`src/design/smwac_pkg.sv`:
```
// Shared types and constants for the smart wake alarm clock controller.
// Used by smwac_window, smwac_core and the top level; depends on nothing.
package smwac_pkg;

   localparam logic [3:0] ACT_TOGGLE     = 4'd0;
   localparam logic [3:0] ACT_SELECT     = 4'd1;
   localparam logic [3:0] ACT_RIGHT      = 4'd2;
   localparam logic [3:0] ACT_LEFT       = 4'd3;
   localparam logic [3:0] ACT_ENC_UP     = 4'd4;
   localparam logic [3:0] ACT_ENC_DOWN   = 4'd5;
   localparam logic [3:0] ACT_TICK       = 4'd6;
   localparam logic [3:0] ACT_TIME       = 4'd7;
   localparam logic [3:0] ACT_STAGE      = 4'd8;

   localparam logic [2:0] MODE_SETCLOCK  = 3'd0;
   localparam logic [2:0] MODE_SETALARM  = 3'd1;
   localparam logic [2:0] MODE_SLEEP     = 3'd2;
   localparam logic [2:0] MODE_WAKE      = 3'd3;
   localparam logic [2:0] MODE_ALARM     = 3'd4;
   localparam logic [2:0] MODE_DONE      = 3'd5;

   localparam logic       CSR_CHECK_PERIOD = 1'b0;
   localparam logic       CSR_WAKE_WINDOW  = 1'b1;

   localparam logic [4:0]  HOURS_TOP      = 5'd23;
   localparam logic [5:0]  MINUTES_TOP    = 6'd59;
   localparam logic [10:0] MINUTES_PER_HR = 11'd60;
   localparam logic [12:0] DAY_MINUTES    = 13'd1440;
   localparam logic [12:0] TWO_DAYS       = 13'd2880;

   localparam logic [5:0]  PERIOD_RESET   = 6'd2;
   localparam logic [10:0] WINDOW_RESET   = 11'd90;

   typedef struct packed {
      logic [2:0] mode;
      logic [4:0] clk_hours;
      logic [5:0] clk_minutes;
      logic [4:0] alm_hours;
      logic [5:0] alm_minutes;
      logic       clk_sel;
      logic       alm_sel;
      logic       edit_alarm;
      logic [5:0] ticks;
   } state_type;

   localparam state_type STATE_RESET = '{
      mode:        MODE_SETCLOCK,
      clk_hours:   5'd0,
      clk_minutes: 6'd0,
      alm_hours:   5'd6,
      alm_minutes: 6'd0,
      clk_sel:     1'b0,
      alm_sel:     1'b0,
      edit_alarm:  1'b0,
      ticks:       6'd0
   };

   typedef struct packed {
      logic [2:0] mode;
      logic [4:0] clock_hours_out;
      logic [5:0] clock_minutes_out;
      logic [4:0] alarm_hours_out;
      logic [5:0] alarm_minutes_out;
      logic       editing_minutes;
      logic       commit_pulse;
      logic       wake_pulse;
      logic       motor_pulse;
   } result_type;

   function automatic logic [4:0] step_hours(input logic [4:0] v, input logic up);
      logic [4:0] r;
      if (up) begin
         r = (v < HOURS_TOP) ? v + 5'd1 : 5'd0;
      end else begin
         r = (v > 5'd0) ? v - 5'd1 : HOURS_TOP;
      end
      return r;
   endfunction

   function automatic logic [5:0] step_minutes(input logic [5:0] v, input logic up);
      logic [5:0] r;
      if (up) begin
         r = (v < MINUTES_TOP) ? v + 6'd1 : 6'd0;
      end else begin
         r = (v > 6'd0) ? v - 6'd1 : MINUTES_TOP;
      end
      return r;
   endfunction

endpackage

```
`src/design/smwac_window.sv`:
```
// Wake window test: is the alarm at most the window ahead of the clock, modulo one day.
// Depends on smwac_pkg.
module smwac_window (
   input  logic [4:0]  clk_hours,
   input  logic [5:0]  clk_minutes,
   input  logic [4:0]  alm_hours,
   input  logic [5:0]  alm_minutes,
   input  logic [10:0] window,
   output logic        hit
);
   import smwac_pkg::*;

   logic [10:0] now_min;
   logic [10:0] target_min;
   logic [12:0] diff_raw;
   logic [12:0] diff_half;
   logic [12:0] diff;
   logic        at_alarm;

   always_comb begin
      now_min    = 11'(clk_hours) * MINUTES_PER_HR + 11'(clk_minutes);
      target_min = 11'(alm_hours) * MINUTES_PER_HR + 11'(alm_minutes);
      diff_raw   = 13'(target_min) + TWO_DAYS - 13'(now_min);
      diff_half  = (diff_raw >= TWO_DAYS) ? diff_raw - TWO_DAYS : diff_raw;
      diff       = (diff_half >= DAY_MINUTES) ? diff_half - DAY_MINUTES : diff_half;
      at_alarm   = (clk_hours == alm_hours) && (clk_minutes == alm_minutes);
      hit        = at_alarm || (diff <= 13'(window));
   end

endmodule

```
`src/design/smwac_core.sv`:
```
// Controller state registers and the combinational update for each transfer.
// Depends on smwac_pkg and smwac_window.
module smwac_core (
   input  logic                   clock,
   input  logic                   reset,
   input  logic                   fire,
   input  logic [3:0]             action,
   input  logic [4:0]             new_hours,
   input  logic [5:0]             new_minutes,
   input  logic [5:0]             check_period,
   input  logic [10:0]            wake_window,
   output smwac_pkg::result_type  result
);
   import smwac_pkg::*;

   state_type state_ff;
   state_type state_in;
   logic      window_hit;
   logic [5:0] ticks_next;
   logic      at_alarm;

   smwac_window u_window (
      .clk_hours   (state_ff.clk_hours),
      .clk_minutes (state_ff.clk_minutes),
      .alm_hours   (state_ff.alm_hours),
      .alm_minutes (state_ff.alm_minutes),
      .window      (wake_window),
      .hit         (window_hit)
   );

   always_comb begin
      state_in   = state_ff;
      result     = '0;
      ticks_next = state_ff.ticks + 6'd1;
      at_alarm   = 1'b0;

      if (state_ff.mode == MODE_SETCLOCK || state_ff.mode == MODE_SETALARM) begin
         if (action == ACT_TOGGLE) begin
            state_in.mode       = (state_ff.mode == MODE_SETCLOCK) ? MODE_SETALARM
                                                                   : MODE_SETCLOCK;
            state_in.edit_alarm = (state_ff.mode == MODE_SETCLOCK);
         end else if (action == ACT_SELECT) begin
            state_in.mode       = MODE_SLEEP;
            state_in.edit_alarm = (state_ff.mode == MODE_SETCLOCK);
            state_in.ticks      = 6'd0;
            result.commit_pulse = 1'b1;
         end else if (action inside {ACT_RIGHT, ACT_LEFT}) begin
            if (state_ff.mode == MODE_SETCLOCK) begin
               state_in.clk_sel = ~state_ff.clk_sel;
            end else begin
               state_in.alm_sel = ~state_ff.alm_sel;
            end
         end else if (action inside {ACT_ENC_UP, ACT_ENC_DOWN}) begin
            if (state_ff.edit_alarm) begin
               if (state_ff.alm_sel) begin
                  state_in.alm_minutes = step_minutes(state_ff.alm_minutes,
                                                      action == ACT_ENC_UP);
               end else begin
                  state_in.alm_hours = step_hours(state_ff.alm_hours, action == ACT_ENC_UP);
               end
            end else begin
               if (state_ff.clk_sel) begin
                  state_in.clk_minutes = step_minutes(state_ff.clk_minutes,
                                                      action == ACT_ENC_UP);
               end else begin
                  state_in.clk_hours = step_hours(state_ff.clk_hours, action == ACT_ENC_UP);
               end
            end
         end
      end else begin
         if (action == ACT_TIME) begin
            state_in.clk_hours   = new_hours;
            state_in.clk_minutes = new_minutes;
         end
         at_alarm = (state_in.clk_hours == state_ff.alm_hours) &&
                    (state_in.clk_minutes == state_ff.alm_minutes);
         case (state_ff.mode)
            MODE_SLEEP: begin
               if (action == ACT_TICK) begin
                  if (ticks_next >= check_period) begin
                     state_in.ticks = 6'd0;
                     if (window_hit) begin
                        state_in.mode     = MODE_WAKE;
                        result.wake_pulse = 1'b1;
                     end
                  end else begin
                     state_in.ticks = ticks_next;
                  end
               end
            end
            MODE_WAKE: begin
               if ((action == ACT_TIME && at_alarm) || action == ACT_STAGE) begin
                  state_in.mode      = MODE_ALARM;
                  result.motor_pulse = 1'b1;
               end
            end
            MODE_ALARM: begin
               if (action <= ACT_LEFT) begin
                  state_in.mode = MODE_DONE;
               end
            end
            MODE_DONE: begin
               if (action == ACT_SELECT) begin
                  state_in.mode       = MODE_SETALARM;
                  state_in.edit_alarm = 1'b1;
               end
            end
            default: begin
               state_in.mode = state_ff.mode;
            end
         endcase
      end

      result.mode              = state_in.mode;
      result.clock_hours_out   = state_in.clk_hours;
      result.clock_minutes_out = state_in.clk_minutes;
      result.alarm_hours_out   = state_in.alm_hours;
      result.alarm_minutes_out = state_in.alm_minutes;
      if (state_in.mode == MODE_SETCLOCK) begin
         result.editing_minutes = state_in.clk_sel;
      end else if (state_in.mode == MODE_SETALARM) begin
         result.editing_minutes = state_in.alm_sel;
      end else begin
         result.editing_minutes = 1'b0;
      end
   end

   always_ff @(posedge clock) begin
      if (reset) begin
         state_ff <= STATE_RESET;
      end else if (fire) begin
         state_ff <= state_in;
      end
   end

endmodule

```
`src/design/smart_wake_alarm_clock_controller_core.sv`:
```
// Top level of the smart wake alarm clock controller: request register, result register
// and configuration registers around the controller core. Depends on smwac_pkg, smwac_core.
//
// Each request transfer gives exactly one response transfer. The block takes one request
// per clock cycle while the response side does not stall. The request is registered. The
// controller state is updated from that register, and the response is held in an output
// register, so the response passes the request register and then the output register
// before it is offered. The state update loop through the core allows a sustained rate of
// one event per cycle while the response side does not stall. A request is taken while
// an earlier response still waits, so one response and one request may be held while the
// response side stalls. The user must write configuration through the csr port only while
// no event is in flight; the block itself does not enforce this. There is no read-back.
module smart_wake_alarm_clock_controller_core (
   input  logic        clock,
   input  logic        reset,
   input  logic        req_valid,
   output logic        req_stall,
   input  logic [3:0]  req_action,
   input  logic [4:0]  req_new_hours,
   input  logic [5:0]  req_new_minutes,
   output logic        rsp_valid,
   input  logic        rsp_stall,
   output logic [2:0]  rsp_mode,
   output logic [4:0]  rsp_clock_hours_out,
   output logic [5:0]  rsp_clock_minutes_out,
   output logic [4:0]  rsp_alarm_hours_out,
   output logic [5:0]  rsp_alarm_minutes_out,
   output logic        rsp_editing_minutes,
   output logic        rsp_commit_pulse,
   output logic        rsp_wake_pulse,
   output logic        rsp_motor_pulse,
   input  logic        csr_write,
   input  logic        csr_index,
   input  logic [10:0] csr_data
);
   import smwac_pkg::*;

   logic       in_valid_ff;
   logic       in_valid_in;
   logic [3:0] in_action_ff;
   logic [4:0] in_hours_ff;
   logic [5:0] in_minutes_ff;
   logic       rsp_valid_ff;
   logic       rsp_valid_in;
   result_type rsp_ff;
   result_type core_result;
   logic [5:0]  period_ff;
   logic [10:0] window_ff;
   logic        out_free;
   logic        advance;
   logic        req_take;

   assign out_free  = !rsp_valid_ff || !rsp_stall;
   assign advance   = in_valid_ff && out_free;
   assign req_stall = in_valid_ff && !out_free;
   assign req_take  = req_valid && !req_stall;

   assign in_valid_in  = req_take ? 1'b1 : (advance ? 1'b0 : in_valid_ff);
   assign rsp_valid_in = advance ? 1'b1 : (rsp_stall ? rsp_valid_ff : 1'b0);

   smwac_core u_core (
      .clock        (clock),
      .reset        (reset),
      .fire         (advance),
      .action       (in_action_ff),
      .new_hours    (in_hours_ff),
      .new_minutes  (in_minutes_ff),
      .check_period (period_ff),
      .wake_window  (window_ff),
      .result       (core_result)
   );

   always_ff @(posedge clock) begin
      if (reset) begin
         in_valid_ff  <= 1'b0;
         rsp_valid_ff <= 1'b0;
         period_ff    <= PERIOD_RESET;
         window_ff    <= WINDOW_RESET;
      end else begin
         in_valid_ff  <= in_valid_in;
         rsp_valid_ff <= rsp_valid_in;
         if (csr_write && csr_index == CSR_CHECK_PERIOD) begin
            period_ff <= csr_data[5:0];
         end
         if (csr_write && csr_index == CSR_WAKE_WINDOW) begin
            window_ff <= csr_data;
         end
      end
   end

   always_ff @(posedge clock) begin
      if (req_take) begin
         in_action_ff  <= req_action;
         in_hours_ff   <= req_new_hours;
         in_minutes_ff <= req_new_minutes;
      end
      if (advance) begin
         rsp_ff <= core_result;
      end
   end

   assign rsp_valid             = rsp_valid_ff;
   assign rsp_mode              = rsp_ff.mode;
   assign rsp_clock_hours_out   = rsp_ff.clock_hours_out;
   assign rsp_clock_minutes_out = rsp_ff.clock_minutes_out;
   assign rsp_alarm_hours_out   = rsp_ff.alarm_hours_out;
   assign rsp_alarm_minutes_out = rsp_ff.alarm_minutes_out;
   assign rsp_editing_minutes   = rsp_ff.editing_minutes;
   assign rsp_commit_pulse      = rsp_ff.commit_pulse;
   assign rsp_wake_pulse        = rsp_ff.wake_pulse;
   assign rsp_motor_pulse       = rsp_ff.motor_pulse;

endmodule

```
`config.mk`:
```
export PLATFORM = sky130hd
export DESIGN_NAME = smart_wake_alarm_clock_controller_core
export DESIGN_NICKNAME = d
export VERILOG_FILES = /design/src/design/smwac_pkg.sv /design/src/design/smwac_window.sv /design/src/design/smwac_core.sv /design/src/design/smart_wake_alarm_clock_controller_core.sv
export SDC_FILE = /design/constraint.sdc
export NUM_CORES = 1
export LEC_CHECK = 0
export BUFFER_PORTS_ARGS = -buffer_cell sky130_fd_sc_hd__clkbuf_2
export CAP_MARGIN = 20
export CORE_ASPECT_RATIO = 0.75
export CORE_MARGIN = 1
export CORE_UTILIZATION = 64
export CTS_BUF_LIST = sky130_fd_sc_hd__clkbuf_8
export CTS_CLUSTER_SIZE = 8
export DETAILED_ROUTE_END_ITERATION = 8
export PLACE_DENSITY = 0.91
export SLEW_MARGIN = 20
export SYNTH_ARGS = -nofsm -noshare
export SYNTH_HDL_FRONTEND = slang
export SYNTH_HIERARCHICAL = 1
export SYNTH_SLANG_ARGS = --single-unit
```
`constraint.sdc`:
```
create_clock -name clock -period 10.4 [get_ports clock]
set_input_delay 2.08 -clock clock [delete_from_list [all_inputs] [get_ports clock]]
set_output_delay 2.08 -clock clock [all_outputs]
set_load 0.01 [all_outputs]
```
Word level (Yosys, flattened, before mapping)
Index checks and enable logic that the tools add are counted.

Shifts and indexed selects: 0. $add $sub $neg: 15. Muxes and demuxes: 59. Divide/modulo/power cells: 0. Equal/unequal tests: 21. Multiply operators: 2. Reduce and logical (&&, ||, !) cells: 32. Bitwise operators: 8. Order comparisons: 13.

Operators with widths (count): 6-bit 2-to-1 mux (12); 24-bit 2-to-1 mux (2); 11-bit 2-to-1 mux (4); 22-bit 2-to-1 mux (2); 5-bit 2-to-1 mux (8); 13-bit 2-to-1 mux (3); 3-bit 2-to-1 mux (8); 11-bit by 6-bit adder with 11-bit output (2); 6-bit by 1-bit adder with 6-bit output (second input constant) (3); 5-bit by 4-bit multiplier with 9-bit output (second input constant) (2); 4-bit by 3-bit equality test with 1-bit output (second input constant) (4); 2-bit nonzero test (8); 1-bit 2-to-1 mux (15); 14-bit 2-to-1 mux (1); 7-bit 2-to-1 mux (2); 11-bit by 12-bit adder with 13-bit output (second input constant) (1); 13-bit by 11-bit >= comparator with 1-bit output (second input constant) (1); 13-bit by 12-bit >= comparator with 1-bit output (second input constant) (1); 13-bit by 11-bit <= comparator with 1-bit output (1); 13-bit by 11-bit subtractor with 13-bit output (1); 13-bit by 11-bit subtractor with 13-bit output (second input constant) (1); 13-bit by 12-bit subtractor with 13-bit output (second input constant) (1); 6-bit equality test (2); 6-bit by 1-bit greater-than comparator with 1-bit output (second input constant) (2); other kinds (29) (63).

Register bits after elaboration: 97. Memory bits (read-only): 0. Bits in writable memories: 0. Bits in latches: 0. Memories: 0. Input port bits: 32. Logic and storage cells: 175.

Longest topological paths before layout
Depth after elaboration: 18. Depth in mapped cells: 39.

Cells and area by module
The synthesis kept the hierarchy.

By module, submodules not included: smwac_core (cells each 490, times used 1, seq. area each 680.7 µm², area an instance 3472.1 µm²); smwac_window (cells each 369, times used 1, seq. area each 0.0 µm², area an instance 2925.3 µm²); smart_wake_alarm_clock_controller_core (cells each 123, times used 1, seq. area each 1701.6 µm², area an instance 2130.8 µm²).

Worst setup path after synthesis
No wires, ideal clock.

Kind: reg-to-reg. Start point: reg u_core/state_ff[27] (netlist name). End point: reg rsp_ff (netlist bit rsp_editing_minutes), data pin. Setup slack: 3.036 ns. Cell stages (with the launch flop): 37. Library setup time: 0.272 ns. Clock period less this slack: 7.364 ns. Data arrival time: 7.092 ns. Cell sequence: dfxtp_1 fa_1 inv_1 fa_1 inv_1 fa_1 ha_1 o21ai_0 nand2b_1 and3_1 nand3_1 xnor2_1 ha_1 ha_1 clkbuf_1 and3_1 a22o_1 or2_1 a221oi_2 nor3b_2 xor2_1 a21oi_4 o211a_1 a311oi_2 ha_1 and4_1 a21oi_1 a21boi_0 o21ai_0 nand2_1 o21ai_0 o311ai_1 o21ai_1 nand3b_1 o21ba_2 nor2_1 nor4b_1.

RTL lines: start, declared (RTL line smwac_core.sv:16) `state_type state_ff;`; start signal, assigned (RTL line smwac_core.sv:132) `state_ff <= state_in;`; end signal, assigned (RTL line smart_wake_alarm_clock_controller_core.sv:98) `rsp_ff <= core_result;`; end, declared (RTL line smart_wake_alarm_clock_controller_core.sv:45) `result_type rsp_ff;`.

==> metrics <==
cells after synthesis=982; Max stage delay on crit path=0.65 ns; share of cells above drive strength 1=13.1%; DRT Wirelength=19400 um; Slew Limit Fails=0; total power=0.00315 W; WL/cell=16.7 um; Root Buffer=clkbuf_8; Initial Utilization=65.7%; GRT Overall Usage=29.0%; Layout area overhead=4.80%; Setup crit start=u_core/state_ff[28]; largest net degree at the start of global routing=64; Final Net Count=1121; Synth cell types=95; HPWL after DPL=14300 um; Leak Pwr=3.96 nW; Reg-to-Reg End=rsp_editing_minutes; H-tree depth=3; number of DRC markers in iteration 0=752; Finished Core Util=68.9%; first-pass GRT wire length=32000 um; Worst IR Drop VDD=0.525 mV; max-cap violation count=0; post-synth top area cell=edfxtp_1; Worst Hold Class=reg2reg; Seq/Total Area, Yosys=27.9%; RSZ-0062 raised after global routing=false; vias per cell=6.21; die width=135 um; r2r setup slk=1.85 ns; initial antenna violation count=0; DRC Markers=0; total number of vias=7257; Reg-to-Reg Start=u_core/state_ff[28]; FP Rows=36; RD Place Congestion=0.966; Fin Hold WS=0.489 ns; Yosys warnings=6; final worst slack=1.85 ns; CTS Buffer Depth=2; Gates resized, CTS repair=0; Final Hold Viols=0; setup violators final=0; DRT antenna net count=0; clock transition at the registers of the reported paths=0.11 ns; worst skew pair latency=0.39 ns; grt total ovfl=0; R2R cell count=36; post-place setup slack=1.99 ns; status=finished clean; vias in the first global route=6671; required time worst endpoint=10.60 ns; post-synth top area share=15.5%; CP Max Fanout=14; top-level I/O count=63; Critical Path AT=8.76 ns; Inserted Clock Buffers=9; Min Clock Period, post-route=8.55 ns; Slew headroom=41.4%; Port Buffer Count=62; crit path kind=reg2reg; syn avg cell area=8.68 um2; CTS Hold Buffers Added=0; mapped cell area=8530 um2; DRT Pass-1 Iters=8; CP endpoint=rsp_editing_minutes; f_max=0.117 GHz; share of async-settable or async-resettable flops after synthesis=0%; Worst Setup End Kind=register; clk sinks=97; cell mode on critical path=ha_1; setup TNS=0 ns; PwrDens=352 nW/um2; CORE AREA=13000 um2; slowest CP cell=dfxtp_1; CTS tree=built; Primary FF master, synth=dfxtp_1; fin crit share=82.3%; Slew @ Worst Pin=0.867 ns; DIE HEIGHT=102 um; Post-synth EDFFs=44; Synth Register Bits=97; synth top area cells=edfxtp_1 15%, dfxtp_1 12%, ha_1 12%; diodes inserted=0; # Post-CTS Setup Buffers=0; Hold Startpoint=window_ff[4]; syn nets=1111; Worst Skew=0.0112 ns; CP startpoint kind=register; DIE AREA=13800 um2
[logic make-up (layout without fill, tap and decap cells)]
| family | Yosys count | in the layout | synth area share (%) |
|---|---|---|---|
| xor gates and xnor gates | 60 | 60 | 6.47 |
| DFF | 97 | 97 | 27.9 |
| adders and majority gates | 97 | 97 | 15.7 |
| and+or+nand+nor | 291 | 291 | 18.2 |
| muxes | 22 | 22 | 2.67 |
| buffers and inverters | 164 | 179 | 8.67 |
| AOI/OAI and AO/OA | 251 | 251 | 20.3 |
[cell usage in the layout (no fill, tap or decap), types with 6 or more instances in the layout]
cell type,netlist,final
inv_1,96,96
ha_1,80,80
nor2_1,72,72
clkbuf_2,0,62
a21oi_1,61,61
nand2_1,54,54
dfxtp_1,53,53
edfxtp_1,44,44
xnor2_1,31,31
nand3_1,29,29
xor2_1,27,27
nand2b_1,25,25
o21ai_0,25,25
o21ai_1,24,24
nor3_1,20,20
mux2i_1,19,19
fa_1,17,17
nor2b_1,15,15
a21o_1,15,15
and3_1,10,10
clkbuf_8,0,9
o21bai_1,9,9
o21a_1,9,9
a22oi_1,9,9
a211oi_1,8,8
nand4_1,8,8
a31oi_1,7,7
o211ai_1,7,7
and2_1,7,7
o31ai_1,6,6
a2111oi_0,6,6
[worst min-delay path by stage]
stage	slack, ns	depth (start not counted)	endpoint
finish	0.49	1	window_ff[4]
global placement	0.45	1	window_ff[6]
detailed placement	0.46	1	window_ff[4]
CTS	0.49	1	window_ff[4]
floorplan	0.44	1	window_ff[3]
global route	0.51	1	window_ff[3]
[critical path: cells and delay by family, from the launching register on]
| family | cells | cell delay [ns] |
|---|---|---|
| AO/OA/AOI/OAI | 17 | 3.19 |
| XOR/XNOR | 3 | 0.76 |
| adder cells (fa/ha/maj) | 6 | 2.35 |
| buffers and inverters | 2 | 0.29 |
| flip-flops | 1 | 0.65 |
| AND/OR/NAND/NOR | 8 | 1.10 |
[through the flow]
stage                     instances  cell area (um2)
after CTS                      1168             8940
after floorplan                 982             8530
after global placement         1152             8730
after global routing           1168             8940
final                          1168             8940
after detailed placement       1152             8730
[report_power, final]
part	switching (W)	total (W)	internal [W]
registers	0.0000258	0.000443	0.000417
logic	0.00137	0.00244	0.00107
clock network	0.000150	0.000266	0.000116
[Yosys cell counts, types with 7 or more instances]
| master | number |
|---|---|
| dfxtp_1 | 53 |
| o21ai_0 | 25 |
| nand4_1 | 8 |
| o21a_1 | 9 |
| nor3_1 | 20 |
| o211ai_1 | 7 |
| fa_1 | 17 |
| and3_1 | 10 |
| nand2b_1 | 25 |
| o21ai_1 | 24 |
| nor2b_1 | 15 |
| xor2_1 | 27 |
| xnor2_1 | 31 |
| nand2_1 | 54 |
| buf_4 | 27 |
| a211oi_1 | 8 |
| edfxtp_1 | 44 |
| mux2i_1 | 19 |
| clkbuf_1 | 29 |
| nor2_1 | 72 |
| a22oi_1 | 9 |
| nand3_1 | 29 |
| ha_1 | 80 |
| inv_1 | 96 |
| o21bai_1 | 9 |
| a31oi_1 | 7 |
| and2_1 | 7 |
| a21oi_1 | 61 |
| a21o_1 | 15 |
[layer usage]
layer | routed length (um) | part of all wire [%] | vias up | track usage (%)
met5 | 0 | 0 | - | 0
li1 | - | - | 3470 | -
met3 | 1790 | 9.2 | 35 | 7.04
met2 | 8620 | 44 | 370 | 44.3
met4 | 294 | 1.5 | 0 | 8.47
met1 | 8740 | 45 | 3382 | 40.7
[state kept, by name, summed over array words and instances, names as in the netlist, 3 cells and up]
register,cells
in_action_ff,4
in_hours_ff,5
in_minutes_ff,6
period_ff,6
rsp_alarm_hours_out,5
rsp_alarm_minutes_out,6
rsp_clock_hours_out,5
rsp_clock_minutes_out,6
rsp_mode,3
u_core/state_ff,34
window_ff,11
[layout make-up]
class	count	area (um2)
Clock buffer	9	124
Multi-Input combinational cell	721	5430
Fill cell	979	4040
Timing Repair Buffer	66	340
Sequential cell	97	2380
Clock inverter	7	86.3
Inverter	97	364
Tap cell	171	214
(Power assumes the default switching activity.)
